<file path="config.mk">
export PLATFORM = sky130hd
export DESIGN_NAME = mist_fan_mode_controller
export DESIGN_NICKNAME = d
export VERILOG_FILES = /design/src/rtl/core/mfmc_pkg.sv /design/src/rtl/core/mist_fan_mode_controller.sv
export VERILOG_INCLUDE_DIRS = /design/src /design/src/rtl/core
export SDC_FILE = /design/constraint.sdc
export NUM_CORES = 1
export LEC_CHECK = 0
export ABC_AREA = 0
export ABC_CLOCK_PERIOD_IN_PS = 7480
export BUFFER_PORTS_ARGS = -buffer_cell sky130_fd_sc_hd__buf_4
export CAP_MARGIN = 0
export CELL_PAD_IN_SITES_DETAIL_PLACEMENT = 1
export CELL_PAD_IN_SITES_GLOBAL_PLACEMENT = 2
export CORE_MARGIN = 1.5
export CORE_UTILIZATION = 44
export CTS_CLUSTER_DIAMETER = 30
export DETAILED_ROUTE_END_ITERATION = 6
export GPL_ROUTABILITY_DRIVEN = 0
export PLACE_DENSITY = 0.92
export SLEW_MARGIN = 20
export SYNTH_ARGS = -nofsm -noshare
export SYNTH_HDL_FRONTEND = slang
export SYNTH_SLANG_ARGS = --single-unit
</file>
<file path="constraint.sdc">
create_clock -name clk_i -period 7.48 [get_ports clk_i]
set_input_delay 0.748 -clock clk_i [delete_from_list [all_inputs] [get_ports clk_i]]
set_output_delay 0.748 -clock clk_i [all_outputs]
set_load 0.02 [all_outputs]
</file>
<file path="src/rtl/core/mist_fan_mode_controller_macros.svh">
// Assertion helpers for the mist controller core.
`ifndef MIST_FAN_MODE_CONTROLLER_MACROS_SVH
`define MIST_FAN_MODE_CONTROLLER_MACROS_SVH

// Same-cycle implication, sampled on the core clock, off during reset.
`define MFMC_ASSERT_NOW(lbl, ante, cons, msg) \
  lbl: assert property (@(posedge clk_i) disable iff (!rst_ni) (ante) |-> (cons)) \
    else $error(msg);

// Next-cycle implication, sampled on the core clock, off during reset.
`define MFMC_ASSERT_NEXT(lbl, ante, cons, msg) \
  lbl: assert property (@(posedge clk_i) disable iff (!rst_ni) (ante) |=> (cons)) \
    else $error(msg);

`endif

</file>
<file path="src/rtl/core/mfmc_pkg.sv">
`timescale 1ns / 1ps
`default_nettype none
package mfmc_pkg;

  // Request kinds
  typedef enum logic [1:0] {
    OP_TICK  = 2'd0,
    OP_KEY   = 2'd1,
    OP_TIMER = 2'd2,
    OP_WATER = 2'd3
  } op_e;

  // Session timer choices
  typedef enum logic [1:0] {
    TMR_NONE = 2'd0,
    TMR_60   = 2'd1,
    TMR_120  = 2'd2,
    TMR_BAD  = 2'd3
  } tmr_e;

  // Register indexes
  localparam logic [1:0] REG_TICKS_PER_MIN = 2'd0;
  localparam logic [1:0] REG_TOGGLE_PERIOD = 2'd1;
  localparam logic [1:0] REG_FAN_DELAY     = 2'd2;

  localparam int unsigned CntW  = 16;
  localparam int unsigned SessW = 23;

  localparam logic [CntW-1:0] TicksPerMinRst  = 16'd60000;
  localparam logic [CntW-1:0] TogglePeriodRst = 16'd10000;
  localparam logic [CntW-1:0] FanDelayRst     = 16'd10000;

  localparam logic [6:0] Mins60  = 7'd60;
  localparam logic [6:0] Mins120 = 7'd120;

endpackage
`default_nettype wire

</file>
<file path="src/rtl/core/mist_fan_mode_controller.sv">
`timescale 1ns / 1ps
`default_nettype none
// Mist controller core.
// Requests arrive on the s_axis channel: tuser carries the request kind
// (tick, key press, session timer select, water level), tdata carries the
// timer choice and the water-low flag. Every request yields exactly one
// status result on the m_axis channel: accepted flag, fan and mist drives,
// the two mode LEDs, misting status and the selected session timer.
// Three 16-bit registers (ticks per minute, toggle period, fan run-on) are
// written through cfg_we_i / cfg_idx_i / cfg_wdata_i; the user must write them
// only while idle, as the block itself does not enforce it. A request is
// captured in an input register, evaluated in one pass of logic against the
// controller state, and the result lands in an output register; one request
// per cycle is sustained while the receiver takes results. The state is
// updated as each result is registered, so consecutive requests see each
// other's effects in order. When the receiver stalls the result holds, one
// more request waits in the input register, then s_axis_tready drops until
// the result is taken. Reset clears all state: misting off, continuous mode,
// no session timer, countdowns stopped, registers at their default values.
module mist_fan_mode_controller (
  input  wire logic        clk_i,
  input  wire logic        rst_ni,
  // request channel
  input  wire logic        s_axis_tvalid,
  output logic             s_axis_tready,
  input  wire logic [7:0]  s_axis_tdata,  // [1:0] timer_choice, [2] water_low_in, rest 0
  input  wire logic [1:0]  s_axis_tuser,  // [1:0] operation
  // result channel
  output logic             m_axis_tvalid,
  input  wire logic        m_axis_tready,
  output logic [7:0]       m_axis_tdata,  // [0] accepted, [1] fan_drive, [2] mist_drive,
                                          // [3] led_continuous, [4] led_intermittent,
                                          // [5] misting_active, [7:6] current_timer
  // configuration
  input  wire logic        cfg_we_i,
  input  wire logic [1:0]  cfg_idx_i,
  input  wire logic [15:0] cfg_wdata_i
);
  import mfmc_pkg::*;

  // Configuration registers
  logic [CntW-1:0] tpm_q, tgl_period_q, fd_ticks_q;

  always_ff @(posedge clk_i or negedge rst_ni) begin
    if (!rst_ni) begin
      tpm_q        <= TicksPerMinRst;
      tgl_period_q <= TogglePeriodRst;
      fd_ticks_q   <= FanDelayRst;
    end else if (cfg_we_i) begin
      case (cfg_idx_i)
        REG_TICKS_PER_MIN: tpm_q        <= cfg_wdata_i;
        REG_TOGGLE_PERIOD: tgl_period_q <= cfg_wdata_i;
        REG_FAN_DELAY:     fd_ticks_q   <= cfg_wdata_i;
        default: ;
      endcase
    end
  end

  // Input register
  logic       in_valid_q;
  op_e        op_q;
  logic [1:0] choice_q;
  logic       wl_q;
  logic       advance;

  assign advance       = !m_axis_tvalid || m_axis_tready;
  assign s_axis_tready = !in_valid_q || advance;

  always_ff @(posedge clk_i or negedge rst_ni) begin
    if (!rst_ni) begin
      in_valid_q <= 1'b0;
    end else if (s_axis_tready) begin
      in_valid_q <= s_axis_tvalid;
    end
  end

  always_ff @(posedge clk_i) begin
    if (s_axis_tvalid && s_axis_tready) begin
      op_q     <= op_e'(s_axis_tuser);
      choice_q <= s_axis_tdata[1:0];
      wl_q     <= s_axis_tdata[2];
    end
  end

  // Controller state
  logic             misting_q, misting_d;
  logic             intm_q, intm_d;
  logic [1:0]       tsel_q, tsel_d;
  logic             water_low_q, water_low_d;
  logic             fan_q, fan_d;
  logic             mist_q, mist_d;
  logic             phase_q, phase_d;
  logic [CntW-1:0]  tg_cnt_q, tg_cnt_d;
  logic             tg_run_q, tg_run_d;
  logic [SessW-1:0] ss_cnt_q, ss_cnt_d;
  logic             ss_run_q, ss_run_d;
  logic [CntW-1:0]  fd_cnt_q, fd_cnt_d;
  logic             fd_run_q, fd_run_d;
  logic             acc;

  // Session length: minutes times ticks per minute, kept to 23 bits
  logic [6:0]       mins;
  logic [22:0]      sess_prod;
  assign mins      = (choice_q == TMR_60) ? Mins60 : Mins120;
  assign sess_prod = 23'(mins * tpm_q);

  // Request evaluation
  always_comb begin
    misting_d   = misting_q;
    intm_d      = intm_q;
    tsel_d      = tsel_q;
    water_low_d = water_low_q;
    fan_d       = fan_q;
    mist_d      = mist_q;
    phase_d     = phase_q;
    tg_cnt_d    = tg_cnt_q;
    tg_run_d    = tg_run_q;
    ss_cnt_d    = ss_cnt_q;
    ss_run_d    = ss_run_q;
    fd_cnt_d    = fd_cnt_q;
    fd_run_d    = fd_run_q;
    acc         = 1'b0;
    case (op_q)
      OP_TICK: begin
        // fan run-on first
        if (fd_run_q) begin
          if (fd_cnt_q <= 16'd1) begin
            fd_run_d = 1'b0;
            fan_d    = 1'b0;
            acc      = 1'b1;
          end else begin
            fd_cnt_d = fd_cnt_q - 16'd1;
          end
        end
        // intermittent toggle, reloads itself
        if (tg_run_q) begin
          if (tg_cnt_q <= 16'd1) begin
            tg_cnt_d = tgl_period_q;
            fan_d    = !phase_q;
            mist_d   = !phase_q;
            phase_d  = !phase_q;
            acc      = 1'b1;
          end else begin
            tg_cnt_d = tg_cnt_q - 16'd1;
          end
        end
        // session timer, one-shot; expiry halts misting
        if (ss_run_q) begin
          if (ss_cnt_q <= 23'd1) begin
            ss_run_d = 1'b0;
            acc      = 1'b1;
            if (misting_q) begin
              tg_run_d  = 1'b0;
              mist_d    = 1'b0;
              fd_cnt_d  = fd_ticks_q;
              fd_run_d  = 1'b1;
              misting_d = 1'b0;
            end
          end else begin
            ss_cnt_d = ss_cnt_q - 23'd1;
          end
        end
      end
      OP_KEY: begin
        if (!misting_q) begin
          if (!water_low_q) begin
            fd_run_d  = 1'b0;
            tg_run_d  = 1'b0;
            intm_d    = 1'b0;
            fan_d     = 1'b1;
            mist_d    = 1'b1;
            misting_d = 1'b1;
            acc       = 1'b1;
          end
        end else if (!intm_q) begin
          tg_cnt_d = tgl_period_q;
          tg_run_d = 1'b1;
          intm_d   = 1'b1;
          acc      = 1'b1;
        end else begin
          tg_run_d  = 1'b0;
          mist_d    = 1'b0;
          fd_cnt_d  = fd_ticks_q;
          fd_run_d  = 1'b1;
          misting_d = 1'b0;
          acc       = 1'b1;
        end
      end
      OP_TIMER: begin
        if (misting_q && choice_q != tsel_q && choice_q != TMR_BAD) begin
          if (choice_q == TMR_NONE) begin
            ss_run_d = 1'b0;
          end else begin
            ss_cnt_d = sess_prod;
            ss_run_d = 1'b1;
          end
          tsel_d = choice_q;
          acc    = 1'b1;
        end
      end
      OP_WATER: begin
        acc         = (wl_q != water_low_q);
        water_low_d = wl_q;
      end
      default: ;
    endcase
  end

  logic fire;
  assign fire = in_valid_q && advance;

  always_ff @(posedge clk_i or negedge rst_ni) begin
    if (!rst_ni) begin
      misting_q   <= 1'b0;
      intm_q      <= 1'b0;
      tsel_q      <= TMR_NONE;
      water_low_q <= 1'b0;
      fan_q       <= 1'b0;
      mist_q      <= 1'b0;
      phase_q     <= 1'b0;
      tg_cnt_q    <= '0;
      tg_run_q    <= 1'b0;
      ss_cnt_q    <= '0;
      ss_run_q    <= 1'b0;
      fd_cnt_q    <= '0;
      fd_run_q    <= 1'b0;
    end else if (fire) begin
      misting_q   <= misting_d;
      intm_q      <= intm_d;
      tsel_q      <= tsel_d;
      water_low_q <= water_low_d;
      fan_q       <= fan_d;
      mist_q      <= mist_d;
      phase_q     <= phase_d;
      tg_cnt_q    <= tg_cnt_d;
      tg_run_q    <= tg_run_d;
      ss_cnt_q    <= ss_cnt_d;
      ss_run_q    <= ss_run_d;
      fd_cnt_q    <= fd_cnt_d;
      fd_run_q    <= fd_run_d;
    end
  end

  // Result register
  logic [7:0] res_d;
  assign res_d = {tsel_d, misting_d, misting_d & intm_d, misting_d & !intm_d,
                  mist_d, fan_d, acc};

  always_ff @(posedge clk_i or negedge rst_ni) begin
    if (!rst_ni) begin
      m_axis_tvalid <= 1'b0;
    end else if (advance) begin
      m_axis_tvalid <= in_valid_q;
    end
  end

  always_ff @(posedge clk_i) begin
    if (fire) begin
      m_axis_tdata <= res_d;
    end
  end

  // Checks
  `include "mist_fan_mode_controller_macros.svh"

  `MFMC_ASSERT_NOW(a_toggle_needs_misting, !misting_q, !tg_run_q, "toggle running while off")
  `MFMC_ASSERT_NOW(a_runon_only_when_off, misting_q, !fd_run_q, "fan run-on while misting")
  `MFMC_ASSERT_NOW(a_session_has_choice, ss_run_q, tsel_q != TMR_NONE, "session without timer")
  `MFMC_ASSERT_NEXT(a_input_held, in_valid_q && !advance, in_valid_q && $stable(op_q),
                    "waiting request lost")

endmodule
`default_nettype wire

</file>
==> flow_summary.json, run 1 <==
{
  "ys.flop_type": "dfrtp_1",
  "area_growth_pct": 11.8,
  "p_comb_share_pct": 54.7,
  "p_leak_nw": 4.41,
  "synth.avg_cell_area_um2": 9.52,
  "status": "complete, no violations",
  "overflow": 0,
  "firstDrtPassIters": 5,
  "rows": 52,
  "finalSetupViolations": 0,
  "relSlewSlack_pct": 33.3,
  "cts_setup_buffers": 0,
  "seqPwrFrac_pct": 26.5,
  "p_sw_share_pct": 46.4,
  "dr_total_vias": 7417,
  "finalHoldViolCount": 0,
  "io_pins": 43,
  "drive_gt1_share_pct": 16.5,
  "fillers": 2300,
  "cts_tree": "built",
  "synth_nets": 1107,
  "cts_inserted_buffers": 17,
  "setup_tns_ns": 0,
  "post-synth-top-area-cell": "dfrtp_1",
  "nets": 1129,
  "dieHeight_um": 148,
  "yosysWarningCount": 0,
  "cts_resized": 0,
  "path_max_fanout": 27,
  "antenna_found_initial": 0,
  "p_per_area_nw_per_um2": 439,
  "numClockSinks": 129,
  "synth.area.top_cells": "dfrtp_1 (27%), fa_1 (9.3%), ha_1 (8.6%), dfstp_2 (4.8%), mux2_2 (4.6%)",
  "end_kind": "flop",
  "dieArea_um2": 21800,
  "fmax_mhz": 180,
  "synthCells": 968,
  "grtUsageTotal_pct": 23.7,
  "hpwl_um": 17600,
  "ys_seq_area_share_pct": 36.0,
  "p_sw_mw": 2.10,
  "grt_pass1_wl_um": 40800,
  "viasPerCell": 5.83,
  "ctsHoldBuffers": 0,
  "ant_nets": 0,
  "cts_buffer_depth": 2,
  "slew_viol_final": 0,
  "cp.required_ns": 7.77,
  "wirelength_um": 24500,
  "hold_class": "in -> async",
  "crit_arrival_ns": 5.85,
  "grt_pass1_vias": 7900,
  "crit_type": "reg -> reg",
  "synth-edff-count": 13,
  "period_share_pct": 74.4,
  "layout_common_cells": "dfrtp_1 (99), nor2_1 (92), o21ai_0 (82)",
  "dieWidth_um": 148,
  "power_mw": 4.52,
  "port_buffers": 37,
  "cts_root_buf": "clkbuf_16",
  "r2r_slack_ns": 1.91,
  "core-area_um2": 20400,
  "worstSkewPairLatency_ns": 0.43,
  "fin_skew_ns": 0.0123,
  "final_common_cell": "dfrtp_1",
  "startpoint_type": "flop",
  "start_util_pct": 45.2,
  "dr.first_iter.drc_count": 351,
  "synthArstFlopShare_pct": 89.9,
  "yosys.cell_types.count": 81,
  "drc": 0,
  "synth.top_cell.area_share_pct": 26.9,
  "max_cap_viol_count": 0,
  "grt_max_degree": 68,
  "worst_pin_slew_ns": 1.00,
  "rsz0062_at_grt": "no",
  "clk_pin_slew_ns": 0.06,
  "clockPowerShare_pct": 18.8,
  "min_period_ns": 5.57,
  "intPower_mw": 2.42,
  "ys_ff_latch": 129,
  "irDropWorstVdd_v": 0.000204,
  "syn-cell-area_um2": 9210,
  "post_drt_wl_per_cell_um": 19.3,
  "htree_levels": 4,
  "antennaDiodeCount": 0
}
==> power groups by stage <==
stage	Combinational, mW	Sequential (mW)	Clock [mW]
detailed placement	2.44	1.21	0
CTS	2.50	1.20	0.864
global route	2.80	1.24	0.889
global placement	2.35	1.20	0
finish	2.47	1.20	0.850
floorplan	1.84	1.13	0
==> worst paths after layout <==
path / cells after the start / startpoint / end
min: 1 / rst_ni / ss_cnt_q[11]$_DFFE_PN0P_
max in group asynchronous: 2 / rst_ni / tg_cnt_q[2]$_DFFE_PN0P_
max reg2reg: 16 / choice_q[1]$_DFFE_PP_ / ss_cnt_q[22]$_DFFE_PN0P_
min reg2reg: 1 / phase_q$_DFFE_PN0P_ / phase_q$_DFFE_PN0P_
min in group clk_i: 1 / s_axis_tuser[0] / op_q[0]$_DFFE_PP_
max: 16 / choice_q[1]$_DFFE_PP_ / ss_cnt_q[22]$_DFFE_PN0P_
==> layer usage <==
layer  up-vias  wire, µm  track usage, %
li1       3536         -               -
met1      3742     10900            30.0
met2        99     12500            41.5
met3        40       565            3.46
met4         0       581            7.95
met5         -         0               0
==> Yosys cell counts, drive strengths merged, types with 16 or more instances <==
cell type / number
dfrtp: 99
nor2: 94
o21ai: 86
nand2: 79
a21oi: 68
inv: 64
ha: 63
fa: 43
mux2: 38
nor3: 29
clkbuf: 24
nand3: 19
dfstp: 17
buf: 16
==> cell type report <==
cell class	instances	area, µm²	area share [%]
multi-input cells	733	5480	53.2
flip-flops and latches	129	3310	32.2
clock buffers	17	425	4.13
well taps	270	338	3.28
repair buffers	43	323	3.13
inverters	66	248	2.41
clock inverters	15	170	1.65
==> cells by family (layout without fill, tap and decap cells) <==
family,after synthesis,after routing,synth area share (%)
multiplexers,39,39,4.75
AO/OA/AOI/OAI,270,270,18.6
flip-flops,129,129,36.0
buffers and inverters,106,141,4.71
adder cells (fa/ha/maj),106,106,17.9
AND/OR/NAND/NOR,305,305,16.8
XOR/XNOR,13,13,1.24
==> registers in the layout, summed over array words and instances, names as in the netlist, 2 cells and up <==
name,flops
tgl_period_q,16
tpm_q,16
fd_cnt_q,16
choice_q,2
ss_cnt_q,23
fd_ticks_q,16
m_axis_tdata,8
tsel_q,2
tg_cnt_q,16
op_q,2
==> stage by stage <==
stage	utilization, %	worst slack [ns]	instance area [µm²]	instances	hold WS [ns]
3_3_place_gp	47.6	2.05	9700	1241	0.483
4_1_cts	50.6	1.92	10300	1273	0.484
2_1_floorplan	-	2.75	9210	968	0.452
5_1_grt	50.6	1.52	10300	1273	0.490
6_report	50.6	1.91	10300	1273	0.422
3_5_place_dp	47.6	1.98	9700	1241	0.490
==> critical path, cell delays in order (launching register included) <==
cell	delay, ns
edfxtp_1	0.44
nand2b_1	0.63
and2_1	0.42
fa_1	0.49
inv_1	0.06
fa_1	0.52
inv_1	0.05
fa_1	0.47
ha_1	0.31
ha_1	0.24
fa_1	0.42
nand3_1	0.18
a211oi_1	0.14
or3_1	0.43
a221oi_1	0.32
xnor2_1	0.16
o221ai_1	0.14
(Power assumes the default switching activity.)
==> run 2: changes to the inputs <==
ABC_CLOCK_PERIOD_IN_PS = 5000   (was 7480)
CORE_UTILIZATION = 37   (was 44)
PLACE_DENSITY = 0.83   (was 0.92)
clock period = 5 ns   (was 7.48 ns; I/O delays follow)
==> run 2 against run 1 <==
Effect of this change: non-clock buffer count grew 7; cell count grew 4.8%; power grew 50%; critical path depth is the same; sequential cell count is the same; utilization shrank 7.8 points; global-route usage shrank 2.9 points; clock power grew 48%; first-iteration DRC count grew 13%; die area grew 19%; clock-buffer cell count is the same; wire length grew 4.5%; largest cell class unchanged.
==> flow_summary.json, run 2 (synthesis gave the netlist of run 1 again) <==
{
  "status": "complete, no violations",
  "port_buffers": 37,
  "ant_nets": 0,
  "wirelength_um": 25600,
  "dr.first_iter.drc_count": 395,
  "clk_pin_slew_ns": 0.07,
  "worst_pin_slew_ns": 1.09,
  "path_max_fanout": 3,
  "grt_pass1_vias": 7827,
  "fmax_mhz": 211,
  "largest_reg_flops": 23,
  "setup_tns_ns": 0,
  "p_leak_nw": 4.44,
  "gr-usage-met3_pct": 2.97,
  "core-area_um2": 24400,
  "htree_levels": 4,
  "min_period_ns": 4.73,
  "cts_inserted_buffers": 17,
  "dieArea_um2": 25900,
  "area_growth_pct": 13.4,
  "top_register": "ss_cnt_q",
  "grt_max_degree": 51,
  "cts_tree": "built",
  "cts_buffer_depth": 2,
  "hold_class": "in -> async",
  "period_share_pct": 94.7,
  "ctsHoldBuffers": 0,
  "slew_viol_final": 0,
  "hpwl_um": 18700,
  "rows": 57,
  "firstDrtPassIters": 5,
  "fin_skew_ns": 0.0152,
  "crit_type": "reg -> reg",
  "gr-usage-met2_pct": 35.3,
  "grtUsageTotal_pct": 20.8,
  "antenna_found_initial": 0,
  "start_util_pct": 37.8,
  "viasPerCell": 5.56,
  "dr_total_vias": 7420,
  "grt_pass1_wl_um": 42200,
  "nets": 1136,
  "antennaDiodeCount": 0,
  "r2r_slack_ns": 0.27,
  "startpoint_type": "flop",
  "cp.required_ns": 5.30,
  "numClockSinks": 129,
  "layout_common_cells": "dfrtp_1 (99), nor2_1 (93), o21ai_0 (81)",
  "post_drt_wl_per_cell_um": 19.2,
  "top_usage_layer": "met2",
  "dieWidth_um": 161,
  "drive_gt1_share_pct": 17.5,
  "overflow": 0,
  "final_common_cell": "dfrtp_1",
  "r2r_cells": 16,
  "crit_arrival_ns": 5.04,
  "drc": 0,
  "io_pins": 43,
  "relSlewSlack_pct": 27.1,
  "placed_area_um2": 9820,
  "end_kind": "flop",
  "p_per_area_nw_per_um2": 651,
  "use_met1_pct": 27.2,
  "finalHoldViolCount": 0,
  "irDropWorstVdd_v": 0.000262,
  "rsz0062_at_grt": "no",
  "cts_root_buf": "clkbuf_16",
  "stdcell_area_um2": 10400,
  "max_cap_viol_count": 0,
  "dieHeight_um": 161,
  "finalSetupViolations": 0,
  "worstSkewPairLatency_ns": 0.44
}
## run 2: path summary, 6_finish.rpt
kind | start | end
min in group clk_i | s_axis_tuser[0] | op_q[0]$_DFFE_PP_
worst max-delay path | choice_q[1]$_DFFE_PP_ | ss_cnt_q[22]$_DFFE_PN0P_
worst min-delay path | rst_ni | ss_cnt_q[11]$_DFFE_PN0P_
worst max register to register | choice_q[1]$_DFFE_PP_ | ss_cnt_q[22]$_DFFE_PN0P_
max in group asynchronous | rst_ni | tpm_q[14]$_DFFE_PN1P_
worst min register to register | tg_cnt_q[8]$_DFFE_PN0P_ | tg_cnt_q[8]$_DFFE_PN0P_
## run 2: layout make-up
cell class,count,area (µm²)
Fill cell,2841,13900
Multi-Input combinational cell,733,5520
Sequential cell,129,3310
Clock buffer,17,425
Tap cell,324,405
Timing Repair Buffer,50,375
Inverter,66,248
Clock inverter,15,159
## run 2: repair_timing
action,CTS,global route
resized for setup,0,7
setup endpoints to repair,0,6
setup buffers,0,0
## run 2: where the power goes
| group | switching, mW | internal (mW) |
|---|---|---|
| sequential | 0.368 | 1.42 |
| combinational | 2.21 | 1.54 |
| clock | 0.595 | 0.667 |
## run 2: stage by stage
step                setup WS (ns)  instances  power [mW]  utilization, %  hold WS (ns)
floorplan                   0.270        968        4.44               -         0.204
global placement            0.200       1302        5.41            40.3         0.487
detailed placement          0.114       1302        5.51            40.3         0.494
CTS                        0.0955       1334        6.83            42.7         0.132
global route              0.00317       1334        7.44            42.8         0.164
finish                      0.265       1334        6.80            42.8         0.118
## run 2: routing by layer
layer,share of wire [%],vias up
li1,-,3521
met1,45,3779
met5,0,-
met2,50,87
met3,2.3,33
met4,2.0,0
## run 2: worst max-delay path, cell delays in order (launching register included)
cell and delay (ns):
edfxtp_1 0.38, nand2b_1 0.20, and2_1 0.23, fa_1 0.49
inv_1 0.05, fa_1 0.53, inv_1 0.06, fa_1 0.50
ha_1 0.31, ha_1 0.24, fa_2 0.37, nand3_1 0.14
a211oi_2 0.10, or3_4 0.41, a221oi_2 0.30, xnor2_1 0.16
o221ai_1 0.13
